<file path="src/rtl/ifp_pkg.sv">
`timescale 1ns / 1ps

package ifp_pkg;

  localparam int unsigned StackDepthDefault  = 32;
  localparam int unsigned OperandBitsDefault = 16;
  localparam int unsigned OperandPortBits    = 16;

  typedef enum logic [2:0] {
    TK_OPERAND = 3'd0,
    TK_PLUS    = 3'd1,
    TK_MINUS   = 3'd2,
    TK_MUL     = 3'd3,
    TK_OPEN    = 3'd4,
    TK_CLOSE   = 3'd5,
    TK_END     = 3'd6
  } tok_kind_e;

  typedef enum logic [2:0] {
    OK_OPERAND = 3'd0,
    OK_PLUS    = 3'd1,
    OK_MINUS   = 3'd2,
    OK_MUL     = 3'd3,
    OK_END     = 3'd4
  } out_kind_e;

  typedef enum logic [1:0] {
    SC_PLUS  = 2'd0,
    SC_MINUS = 2'd1,
    SC_MUL   = 2'd2,
    SC_OPEN  = 2'd3
  } stack_code_e;

  typedef enum logic [1:0] {
    ERR_NONE           = 2'd0,
    ERR_UNMATCHED_CLOSE = 2'd1,
    ERR_OVERFLOW       = 2'd2,
    ERR_UNMATCHED_OPEN = 2'd3
  } err_e;

  typedef enum logic [1:0] {
    EM_NONE    = 2'd0,
    EM_OPERAND = 2'd1,
    EM_TOP     = 2'd2,
    EM_END     = 2'd3
  } emit_sel_e;

  typedef enum logic [2:0] {
    ST_IDLE     = 3'd0,
    ST_DISPATCH = 3'd1,
    ST_READ     = 3'd2,
    ST_CHECK    = 3'd3,
    ST_PUSH     = 3'd4,
    ST_FINISH   = 3'd5
  } state_e;

  typedef struct packed {
    logic        load_tok;
    logic        ram_rd;
    emit_sel_e   emit_sel;
    err_e        err;
    logic        pop;
    logic        push;
    logic        clear;
    logic        open_dec;
    logic        finish;
  } cmd_t;

  typedef struct packed {
    tok_kind_e   kind;
    stack_code_e tok_code;
    stack_code_e top;
    logic        count_zero;
    logic        stack_full;
    logic        open_zero;
    logic        pend_valid;
    logic        out_free;
  } status_t;

  // multiply binds tighter than plus and minus
  function automatic logic prec_of(stack_code_e code);
    return code == SC_MUL;
  endfunction

endpackage

</file>
<file path="src/rtl/infix_to_postfix_converter_top.sv">
// An operand result passes through the one-entry holding slot and then the output register;
//   any other result waits in a one-entry slot until the next result is formed or the token finishes.
// A new token is taken only in the idle state, after the previous token has finished; each
//   popped entry needs a stack RAM read, and a full output register can stall any token.
// Reset: asynchronous, active low; empties the stack and drops any pending result.
`timescale 1ns / 1ps

module infix_to_postfix_converter_top #(
  parameter int unsigned STACK_DEPTH  = ifp_pkg::StackDepthDefault,
  parameter int unsigned OPERAND_BITS = ifp_pkg::OperandBitsDefault
) (
  input  logic        clk_i,
  input  logic        rst_ni,
  input  logic        s_axis_tvalid,
  output logic        s_axis_tready,
  input  logic [15:0] s_axis_tdata,  // [15:0] operand_code
  input  logic [2:0]  s_axis_tuser,  // [2:0] token_kind
  output logic        m_axis_tvalid,
  input  logic        m_axis_tready,
  output logic [23:0] m_axis_tdata,  // [15:0] out_operand, [17:16] error_code, [23:18] zero
  output logic [2:0]  m_axis_tuser,  // [2:0] out_kind
  output logic        m_axis_tlast   // last_of_run
);

  ifp_pkg::cmd_t    cmd;
  ifp_pkg::status_t status;
  logic [15:0]      out_operand;
  logic [1:0]       error_code;

  ifp_ctrl u_ctrl (
    .clk_i     (clk_i),
    .rst_ni    (rst_ni),
    .in_valid_i(s_axis_tvalid),
    .in_ready_o(s_axis_tready),
    .status_i  (status),
    .cmd_o     (cmd)
  );

  ifp_datapath #(
    .STACK_DEPTH (STACK_DEPTH),
    .OPERAND_BITS(OPERAND_BITS)
  ) u_datapath (
    .clk_i         (clk_i),
    .rst_ni        (rst_ni),
    .tok_kind_i    (s_axis_tuser),
    .operand_code_i(s_axis_tdata),
    .cmd_i         (cmd),
    .status_o      (status),
    .out_valid_o   (m_axis_tvalid),
    .out_ready_i   (m_axis_tready),
    .out_kind_o    (m_axis_tuser),
    .out_operand_o (out_operand),
    .last_of_run_o (m_axis_tlast),
    .error_code_o  (error_code)
  );

  assign m_axis_tdata = {6'd0, error_code, out_operand};

`ifndef SYNTHESIS
  a_push_has_room: assert property (@(posedge clk_i) disable iff (!rst_ni)
    cmd.push |-> !status.stack_full)
    else $error("push onto a full stack");

  a_load_when_drained: assert property (@(posedge clk_i) disable iff (!rst_ni)
    cmd.load_tok |-> !status.pend_valid)
    else $error("new token taken while a result is still held");

  a_out_slot_free: assert property (@(posedge clk_i) disable iff (!rst_ni)
    ((cmd.emit_sel != ifp_pkg::EM_NONE || cmd.finish) && status.pend_valid)
      |-> status.out_free)
    else $error("output register overwritten before transfer");

  a_top_emit_pops: assert property (@(posedge clk_i) disable iff (!rst_ni)
    (cmd.emit_sel == ifp_pkg::EM_TOP) |-> cmd.pop)
    else $error("top emit without pop");

  a_end_clears: assert property (@(posedge clk_i) disable iff (!rst_ni)
    (cmd.emit_sel == ifp_pkg::EM_END) |=> status.count_zero && status.open_zero)
    else $error("end result left entries on the stack");
`endif

endmodule

</file>
<file path="src/rtl/ifp_ram.sv">
`timescale 1ns / 1ps

module ifp_ram #(
  parameter int unsigned WIDTH = 2,
  parameter int unsigned DEPTH = 32
) (
  input  logic                                   clk_i,
  input  logic                                   we_i,
  input  logic [(DEPTH > 1 ? $clog2(DEPTH) : 1)-1:0] waddr_i,
  input  logic [WIDTH-1:0]                       wdata_i,
  input  logic                                   re_i,
  input  logic [(DEPTH > 1 ? $clog2(DEPTH) : 1)-1:0] raddr_i,
  output logic [WIDTH-1:0]                       rdata_o
);

  logic [WIDTH-1:0] mem_q [DEPTH];
  logic [WIDTH-1:0] rdata_q;

  always_ff @(posedge clk_i) begin
    if (we_i) begin
      mem_q[waddr_i] <= wdata_i;
    end
    if (re_i) begin
      rdata_q <= mem_q[raddr_i];
    end
  end

  assign rdata_o = rdata_q;

endmodule

</file>
<file path="src/rtl/ifp_ctrl.sv">
`timescale 1ns / 1ps

module ifp_ctrl (
  input  logic             clk_i,
  input  logic             rst_ni,
  input  logic             in_valid_i,
  output logic             in_ready_o,
  input  ifp_pkg::status_t status_i,
  output ifp_pkg::cmd_t    cmd_o
);

  ifp_pkg::state_e state_q, state_d;
  logic            gate;
  logic            top_pops;
  logic            is_oper;
  ifp_pkg::err_e   end_err;

  // a new result may enter the holding slot only if the slot can drain
  assign gate     = !status_i.pend_valid || status_i.out_free;
  assign top_pops = (status_i.top != ifp_pkg::SC_OPEN) &&
                    (ifp_pkg::prec_of(status_i.top) >= ifp_pkg::prec_of(status_i.tok_code));
  assign is_oper  = (status_i.kind == ifp_pkg::TK_PLUS) ||
                    (status_i.kind == ifp_pkg::TK_MINUS) ||
                    (status_i.kind == ifp_pkg::TK_MUL);
  assign end_err  = status_i.open_zero ? ifp_pkg::ERR_NONE : ifp_pkg::ERR_UNMATCHED_OPEN;

  always_ff @(posedge clk_i or negedge rst_ni) begin
    if (!rst_ni) begin
      state_q <= ifp_pkg::ST_IDLE;
    end else begin
      state_q <= state_d;
    end
  end

  always_comb begin
    state_d = state_q;
    unique case (state_q)
      ifp_pkg::ST_IDLE: begin
        if (in_valid_i) state_d = ifp_pkg::ST_DISPATCH;
      end
      ifp_pkg::ST_DISPATCH: begin
        unique case (status_i.kind)
          ifp_pkg::TK_OPERAND: state_d = ifp_pkg::ST_FINISH;
          ifp_pkg::TK_PLUS, ifp_pkg::TK_MINUS, ifp_pkg::TK_MUL,
          ifp_pkg::TK_END:     state_d = ifp_pkg::ST_READ;
          ifp_pkg::TK_OPEN:    state_d = ifp_pkg::ST_PUSH;
          ifp_pkg::TK_CLOSE:   state_d = status_i.open_zero ? ifp_pkg::ST_FINISH
                                                            : ifp_pkg::ST_READ;
          default:             state_d = ifp_pkg::ST_IDLE;
        endcase
      end
      ifp_pkg::ST_READ: begin
        if (!status_i.count_zero) begin
          state_d = ifp_pkg::ST_CHECK;
        end else if (is_oper) begin
          state_d = ifp_pkg::ST_PUSH;
        end else if (status_i.kind != ifp_pkg::TK_END || gate) begin
          state_d = ifp_pkg::ST_FINISH;
        end
      end
      ifp_pkg::ST_CHECK: begin
        if (is_oper) begin
          if (!top_pops) state_d = ifp_pkg::ST_PUSH;
          else if (gate) state_d = ifp_pkg::ST_READ;
        end else if (status_i.kind == ifp_pkg::TK_CLOSE &&
                     status_i.top == ifp_pkg::SC_OPEN) begin
          state_d = ifp_pkg::ST_FINISH;
        end else if (status_i.top == ifp_pkg::SC_OPEN || gate) begin
          state_d = ifp_pkg::ST_READ;
        end
      end
      ifp_pkg::ST_PUSH: begin
        if (!status_i.stack_full || gate) state_d = ifp_pkg::ST_FINISH;
      end
      ifp_pkg::ST_FINISH: begin
        if (!status_i.pend_valid || status_i.out_free) state_d = ifp_pkg::ST_IDLE;
      end
      default: state_d = ifp_pkg::ST_IDLE;
    endcase
  end

  always_comb begin
    cmd_o          = '0;
    cmd_o.emit_sel = ifp_pkg::EM_NONE;
    cmd_o.err      = ifp_pkg::ERR_NONE;
    in_ready_o     = 1'b0;
    unique case (state_q)
      ifp_pkg::ST_IDLE: begin
        in_ready_o     = 1'b1;
        cmd_o.load_tok = in_valid_i;
      end
      ifp_pkg::ST_DISPATCH: begin
        if (status_i.kind == ifp_pkg::TK_OPERAND) begin
          cmd_o.emit_sel = ifp_pkg::EM_OPERAND;
        end else if (status_i.kind == ifp_pkg::TK_CLOSE && status_i.open_zero) begin
          cmd_o.emit_sel = ifp_pkg::EM_END;
          cmd_o.err      = ifp_pkg::ERR_UNMATCHED_CLOSE;
          cmd_o.clear    = 1'b1;
        end
      end
      ifp_pkg::ST_READ: begin
        if (!status_i.count_zero) begin
          cmd_o.ram_rd = 1'b1;
        end else if (status_i.kind == ifp_pkg::TK_END && gate) begin
          cmd_o.emit_sel = ifp_pkg::EM_END;
          cmd_o.err      = end_err;
          cmd_o.clear    = 1'b1;
        end
      end
      ifp_pkg::ST_CHECK: begin
        if (is_oper) begin
          if (top_pops && gate) begin
            cmd_o.emit_sel = ifp_pkg::EM_TOP;
            cmd_o.pop      = 1'b1;
          end
        end else if (status_i.top == ifp_pkg::SC_OPEN) begin
          // drop the bracket; only a close bracket stops here
          cmd_o.pop      = 1'b1;
          cmd_o.open_dec = status_i.kind == ifp_pkg::TK_CLOSE;
        end else if (gate) begin
          cmd_o.emit_sel = ifp_pkg::EM_TOP;
          cmd_o.pop      = 1'b1;
        end
      end
      ifp_pkg::ST_PUSH: begin
        if (!status_i.stack_full) begin
          cmd_o.push = 1'b1;
        end else if (gate) begin
          cmd_o.emit_sel = ifp_pkg::EM_END;
          cmd_o.err      = ifp_pkg::ERR_OVERFLOW;
          cmd_o.clear    = 1'b1;
        end
      end
      ifp_pkg::ST_FINISH: begin
        cmd_o.finish = status_i.pend_valid && status_i.out_free;
      end
      default: begin
        in_ready_o = 1'b0;
      end
    endcase
  end

endmodule

</file>
<file path="src/rtl/ifp_datapath.sv">
`timescale 1ns / 1ps

module ifp_datapath #(
  parameter int unsigned STACK_DEPTH  = ifp_pkg::StackDepthDefault,
  parameter int unsigned OPERAND_BITS = ifp_pkg::OperandBitsDefault
) (
  input  logic                                    clk_i,
  input  logic                                    rst_ni,
  input  logic [2:0]                              tok_kind_i,
  input  logic [ifp_pkg::OperandPortBits-1:0]     operand_code_i,
  input  ifp_pkg::cmd_t                           cmd_i,
  output ifp_pkg::status_t                        status_o,
  output logic                                    out_valid_o,
  input  logic                                    out_ready_i,
  output logic [2:0]                              out_kind_o,
  output logic [ifp_pkg::OperandPortBits-1:0]     out_operand_o,
  output logic                                    last_of_run_o,
  output logic [1:0]                              error_code_o
);

  localparam int unsigned OpW  = (OPERAND_BITS < ifp_pkg::OperandPortBits) ?
                                 OPERAND_BITS : ifp_pkg::OperandPortBits;
  localparam int unsigned CntW = $clog2(STACK_DEPTH + 1);
  localparam int unsigned IdxW = (STACK_DEPTH > 1) ? $clog2(STACK_DEPTH) : 1;

  ifp_pkg::tok_kind_e kind_q;
  logic [OpW-1:0]     opnd_q;
  logic [CntW-1:0]    count_q, count_d;
  logic [CntW-1:0]    open_q, open_d;
  logic [2:0]         kind_bits;
  ifp_pkg::stack_code_e tok_code;
  ifp_pkg::stack_code_e top;
  logic [1:0]         rdata;

  logic               pend_valid_q, pend_valid_d;
  ifp_pkg::out_kind_e pend_kind_q, new_kind;
  logic [OpW-1:0]     pend_opnd_q, new_opnd;
  ifp_pkg::err_e      pend_err_q, new_err;

  logic               out_valid_q, out_valid_d;
  ifp_pkg::out_kind_e out_kind_q;
  logic [OpW-1:0]     out_opnd_q;
  ifp_pkg::err_e      out_err_q;
  logic               out_last_q;

  logic               emit;
  logic               out_load;
  logic               out_free;

  assign kind_bits = kind_q;
  assign tok_code  = ifp_pkg::stack_code_e'(2'(kind_bits - 3'd1));
  assign top       = ifp_pkg::stack_code_e'(rdata);
  assign emit      = cmd_i.emit_sel != ifp_pkg::EM_NONE;
  assign out_load  = (emit || cmd_i.finish) && pend_valid_q;
  assign out_free  = !out_valid_q || out_ready_i;

  ifp_ram #(
    .WIDTH(2),
    .DEPTH(STACK_DEPTH)
  ) u_stack (
    .clk_i  (clk_i),
    .we_i   (cmd_i.push),
    .waddr_i(count_q[IdxW-1:0]),
    .wdata_i(tok_code),
    .re_i   (cmd_i.ram_rd),
    .raddr_i(IdxW'(count_q - CntW'(1))),
    .rdata_o(rdata)
  );

  always_comb begin
    new_kind = ifp_pkg::OK_END;
    new_opnd = '0;
    new_err  = ifp_pkg::ERR_NONE;
    unique case (cmd_i.emit_sel)
      ifp_pkg::EM_OPERAND: begin
        new_kind = ifp_pkg::OK_OPERAND;
        new_opnd = opnd_q;
      end
      ifp_pkg::EM_TOP: begin
        new_kind = ifp_pkg::out_kind_e'({1'b0, top} + 3'd1);
      end
      ifp_pkg::EM_END: begin
        new_err = cmd_i.err;
      end
      ifp_pkg::EM_NONE: begin
        new_kind = ifp_pkg::OK_END;
      end
      default: begin
        new_kind = ifp_pkg::OK_END;
      end
    endcase
  end

  always_comb begin
    count_d = count_q;
    open_d  = open_q;
    priority if (cmd_i.clear) begin
      count_d = '0;
      open_d  = '0;
    end else if (cmd_i.pop) begin
      count_d = count_q - CntW'(1);
      if (cmd_i.open_dec) open_d = open_q - CntW'(1);
    end else if (cmd_i.push) begin
      count_d = count_q + CntW'(1);
      if (tok_code == ifp_pkg::SC_OPEN) open_d = open_q + CntW'(1);
    end
  end

  always_comb begin
    pend_valid_d = pend_valid_q;
    if (emit) begin
      pend_valid_d = 1'b1;
    end else if (cmd_i.finish) begin
      pend_valid_d = 1'b0;
    end
    out_valid_d = out_load ? 1'b1 : (out_ready_i ? 1'b0 : out_valid_q);
  end

  always_ff @(posedge clk_i or negedge rst_ni) begin
    if (!rst_ni) begin
      count_q      <= '0;
      open_q       <= '0;
      pend_valid_q <= 1'b0;
      out_valid_q  <= 1'b0;
    end else begin
      count_q      <= count_d;
      open_q       <= open_d;
      pend_valid_q <= pend_valid_d;
      out_valid_q  <= out_valid_d;
    end
  end

  always_ff @(posedge clk_i) begin
    if (cmd_i.load_tok) begin
      kind_q <= ifp_pkg::tok_kind_e'(tok_kind_i);
      opnd_q <= operand_code_i[OpW-1:0];
    end
    if (emit) begin
      pend_kind_q <= new_kind;
      pend_opnd_q <= new_opnd;
      pend_err_q  <= new_err;
    end
    if (out_load) begin
      out_kind_q <= pend_kind_q;
      out_opnd_q <= pend_opnd_q;
      out_err_q  <= pend_err_q;
      out_last_q <= cmd_i.finish;
    end
  end

  assign status_o.kind       = kind_q;
  assign status_o.tok_code   = tok_code;
  assign status_o.top        = top;
  assign status_o.count_zero = count_q == '0;
  assign status_o.stack_full = count_q >= CntW'(STACK_DEPTH);
  assign status_o.open_zero  = open_q == '0;
  assign status_o.pend_valid = pend_valid_q;
  assign status_o.out_free   = out_free;

  assign out_valid_o   = out_valid_q;
  assign out_kind_o    = out_kind_q;
  assign out_operand_o = ifp_pkg::OperandPortBits'(out_opnd_q);
  assign last_of_run_o = out_last_q;
  assign error_code_o  = out_err_q;

endmodule
</file>
<file path="config.mk">
export PLATFORM = sky130hd
export DESIGN_NAME = infix_to_postfix_converter_top
export DESIGN_NICKNAME = d
export VERILOG_FILES = /design/src/rtl/ifp_pkg.sv /design/src/rtl/infix_to_postfix_converter_top.sv /design/src/rtl/ifp_ram.sv /design/src/rtl/ifp_ctrl.sv /design/src/rtl/ifp_datapath.sv
export SDC_FILE = /design/constraint.sdc
export NUM_CORES = 1
export LEC_CHECK = 0
export BUFFER_PORTS_ARGS = -buffer_cell sky130_fd_sc_hd__buf_2
export CAP_MARGIN = 20
export CELL_PAD_IN_SITES_DETAIL_PLACEMENT = 2
export CELL_PAD_IN_SITES_GLOBAL_PLACEMENT = 2
export CORE_MARGIN = 2
export CORE_UTILIZATION = 46
export DETAILED_ROUTE_END_ITERATION = 10
export HOLD_SLACK_MARGIN = 0.02
export PLACE_DENSITY_LB_ADDON = 0.1
export RECOVER_POWER = 50
export SYNTH_ARGS = -nofsm -noshare
export SYNTH_HDL_FRONTEND = slang
export SYNTH_HIERARCHICAL = 1
export SYNTH_SLANG_ARGS = --single-unit
</file>
<file path="constraint.sdc">
create_clock -name clk_i -period 13.8 [get_ports clk_i]
set_input_delay 2.76 -clock clk_i [delete_from_list [all_inputs] [get_ports clk_i]]
set_output_delay 2.76 -clock clk_i [all_outputs]
set_load 0.05 [all_outputs]
</file>
==> impl_metrics.json <==
{
  "outcome": "finished with violations",
  "violations": "capacitance limit, slew limit",
  "clock_path_buffers": 2,
  "clk_pin_slew_ps": 60,
  "critPathBufInv": 3,
  "rrSetupSlack_ps": 9240,
  "crit_path_max_fanout": 22,
  "hold_path_startpoint": "u_datapath/pend_opnd_q[14]",
  "synth_top_family_by_area": "simple AND/OR/NAND/NOR gates",
  "ios": 53,
  "cp-start-kind": "input pin",
  "grt_pass1_vias": 4504,
  "synth-compound-area-share_pct": 6.81,
  "grtUsageTotal_pct": 26.0,
  "p_leak_nw": 2.78,
  "yosysSeqAreaShare_pct": 66.4,
  "skew_ps": 7.94,
  "drt-wirelength-per-cell_um": 26.5,
  "die_h_um": 122,
  "cp.arrival_ps": 4920,
  "portBuffers": 46,
  "die_x_um": 122,
  "firstDrtPassIters": 4,
  "layout-drive-gt1-share_pct": 17.9,
  "ys_warn_count": 6,
  "setup_violations": 0,
  "p_per_area_nw_per_um2": 247,
  "power.total_mw": 1.82,
  "postRouteAntennaNets": 0,
  "cts_hold_buf": 0,
  "tightestPinTransition_ps": 1570,
  "tns_ps": 0,
  "rr_worst_depth": 12,
  "vias": 4030,
  "initial_utilization_pct": 46.7,
  "required_ps": 13840,
  "slew_viol_final": 65,
  "cts_tree": "done",
  "clk_latency_ps": 420,
  "path_delay_family": "buffers and inverters",
  "synth_edf_count": 128,
  "worstSetupPathType": "input pin to flip-flop",
  "clock_sinks": 145,
  "synth_ff_type": "edfxtp_1",
  "dieArea_um2": 14900,
  "cp-end-kind": "flip-flop",
  "grt_pass1_wl_um": 27900,
  "grt-ovfl-total": 0,
  "antenna_found_initial": 0,
  "slowest_stage": "inv_1",
  "core_um2": 13800,
  "finalCritPeriodShare_pct": 35.3,
  "drt-initial-drc-count": 305,
  "syn_inst": 461,
  "cts_buffers": 17,
  "rsz0062_at_grt": "false",
  "cts_resized": 0,
  "synthMuxAreaShare_pct": 5.78,
  "synth_area_leader_cell": "edfxtp_1",
  "synth_xor_area_share_pct": 1.63,
  "hold_path.class": "flip-flop to flip-flop",
  "hold_depth": 0,
  "holdPathEnd": "u_datapath/out_operand_o[14]",
  "viasPerCell": 5.72,
  "drt-total-wl_um": 18700,
  "synth_fa_ha_area_share_pct": 2.65,
  "synth_area_um2": 6430,
  "drv_cap": 2,
  "yosys_register_bits": 145,
  "htreeDepth": 4,
  "timing.rr.start": "u_datapath/count_q[0]",
  "syn2layout_area_growth_pct": 14.6,
  "slowest_delay_ps": 660,
  "drc_errors": 0,
  "grt_max_degree": 35,
  "avgSynthCellArea_um2": 14.0,
  "synth_top_area_share_pct": 59.8,
  "yosysUniqueCellTypes": 61,
  "slew_headroom_pct": -4.72,
  "path_cells": "buf_2 > nand2b_1 > nand2b_1 > nand3_1 > and3_1 > o21ai_1 > inv_1 > ha_1 > inv_1",
  "r2r_end": "u_datapath/pend_opnd_q[3]",
  "max_freq_mhz": 205,
  "period_needed_ps": 4880,
  "nets": 548,
  "place_congestion": 0.842,
  "finalHoldViolCount": 0,
  "ir_drop_mv": 0.110,
  "cts-root-buf": "clkbuf_16",
  "synth.area.top_cells": "edfxtp_1, dfrtp_1, mux2i_1",
  "dp_hpwl_um": 11900,
  "post-cts-setup-buffers": 0,
  "num_rows": 43,
  "synth-simple-area-share_pct": 13.1,
  "diodes": 0,
  "async_reset_ff_share_pct": 11.7
}
## cell type report
class / instances / area, µm²
Clock inverter: 7 / 65.1
Sequential cell: 145 / 4270
Fill cell: 1303 / 6400
Clock buffer: 25 / 549
Multi-Input combinational cell: 283 / 1960
Inverter: 14 / 52.6
Timing Repair Buffer: 51 / 256
Tap cell: 180 / 225
## metal layers
layer / up-vias / track usage, % / share of wire (%)
met5: - / 0 / 0
met4: 0 / 10.1 / 2.4
met2: 94 / 47.3 / 55
met1: 2120 / 30.6 / 39
met3: 27 / 4.69 / 3.5
li1: 1789 / - / -
## how the worst max path moves through the flow
stage	end	startpoint	depth (start not counted)
floorplan	u_datapath/error_code_o[0]	m_axis_tready	9
global placement	u_datapath/open_q[5]	m_axis_tready	12
detailed placement	u_datapath/open_q[5]	m_axis_tready	12
CTS	u_datapath/pend_opnd_q[10]	m_axis_tready	9
global route	u_datapath/pend_opnd_q[3]	m_axis_tready	9
finish	u_datapath/pend_opnd_q[3]	m_axis_tready	9
## worst register-to-register path, cell delays in order, from the launching register on
cell and delay [ps]:
dfrtp_1 510, inv_1 150, ha_1 260, nor3b_1 490, nor3b_1 560, nand4b_1 230, nor3_1 360, nand2_1 170
and3_1 220, o21ai_1 190, inv_1 150, ha_1 240, inv_1 660
## synthesized netlist by cell type (5+ instances only)
library cell  count
edfxtp_1        128
nor2_1           53
mux2i_1          33
nand2_1          22
and2_1           21
dfrtp_1          17
a22oi_1          15
ha_1             12
inv_1            12
nand3_1          12
buf_4             9
o21ai_0           9
a21oi_1           8
xnor2_1           8
nand3b_1          7
a31oi_1           6
nor3_1            6
buf_6             5
nand2b_1          5
## logic make-up (layout without fill, tap and decap cells)
kind of cell / count (synthesis) / count (layout)
compound gates: 61 / 61
xor+xnor: 12 / 12
fa+ha+maj: 13 / 13
buf+inv: 38 / 97
flops: 145 / 145
mux: 36 / 36
other cells: 1 / 6
simple gates: 155 / 155
## registers in the layout (all words and copies together) (netlist names)
| register | count |
|---|---|
| u_ctrl/state_q | 3 |
| u_datapath/count_q | 6 |
| u_datapath/error_code_o | 2 |
| u_datapath/kind_bits | 3 |
| u_datapath/last_of_run_o | 1 |
| u_datapath/open_q | 6 |
| u_datapath/opnd_q | 16 |
| u_datapath/out_kind_o | 3 |
| u_datapath/out_operand_o | 16 |
| u_datapath/out_valid_o | 1 |
| u_datapath/pend_err_q | 2 |
| u_datapath/pend_kind_q | 3 |
| u_datapath/pend_opnd_q | 16 |
| u_datapath/pend_valid_q | 1 |
| u_datapath/u_stack/mem_q | 64 |
| u_datapath/u_stack/rdata_o | 2 |
## through the flow
stage	utilization (%)	cells	worst slack (ps)	hold slack, ps	area, µm²
3_5_place_dp	49.1	671	8570	407	6760
6_report	53.5	705	8920	432	7370
2_1_floorplan	-	466	7870	400	6450
4_1_cts	53.5	703	8880	430	7370
5_1_grt	53.5	705	8780	441	7370
3_3_place_gp	49.1	671	8680	402	6760
## where the power goes
| part | internal, mW | switching, mW |
|---|---|---|
| logic | 0.189 | 0.464 |
| clock network | 0.294 | 0.181 |
| registers | 0.611 | 0.0836 |
| total | 1.09 | 0.729 |
## layout by cell type, fill, tap and decap left out, types with 2 or more instances in the layout
| master | n |
|---|---|
| inv_1 | 12 |
| or3b_1 | 3 |
| nor3_1 | 6 |
| nor2_1 | 53 |
| nor3b_1 | 2 |
| a211oi_1 | 4 |
| nand4b_1 | 4 |
| buf_4 | 3 |
| buf_2 | 43 |
| xor2_1 | 4 |
| and4b_1 | 2 |
| a21oi_1 | 8 |
| o21ai_1 | 3 |
| a31oi_1 | 6 |
| clkinv_2 | 4 |
| clkbuf_8 | 3 |
| clkbuf_1 | 7 |
| or2_1 | 2 |
| a22oi_1 | 15 |
| nor2b_1 | 3 |
| mux2_4 | 2 |
| inv_2 | 2 |
| and3_1 | 2 |
| mux2i_1 | 33 |
| nand3_1 | 12 |
| nand2b_1 | 5 |
| a21o_1 | 3 |
| clkbuf_16 | 20 |
| and2_1 | 21 |
| ha_1 | 12 |
| xnor2_1 | 8 |
| o311ai_1 | 2 |
| edfxtp_1 | 128 |
| nand2_1 | 22 |
| conb_1 | 6 |
| o21ai_0 | 9 |
| dfrtp_1 | 17 |
| nand3b_1 | 7 |
Power figures use the tool's default switching activity.
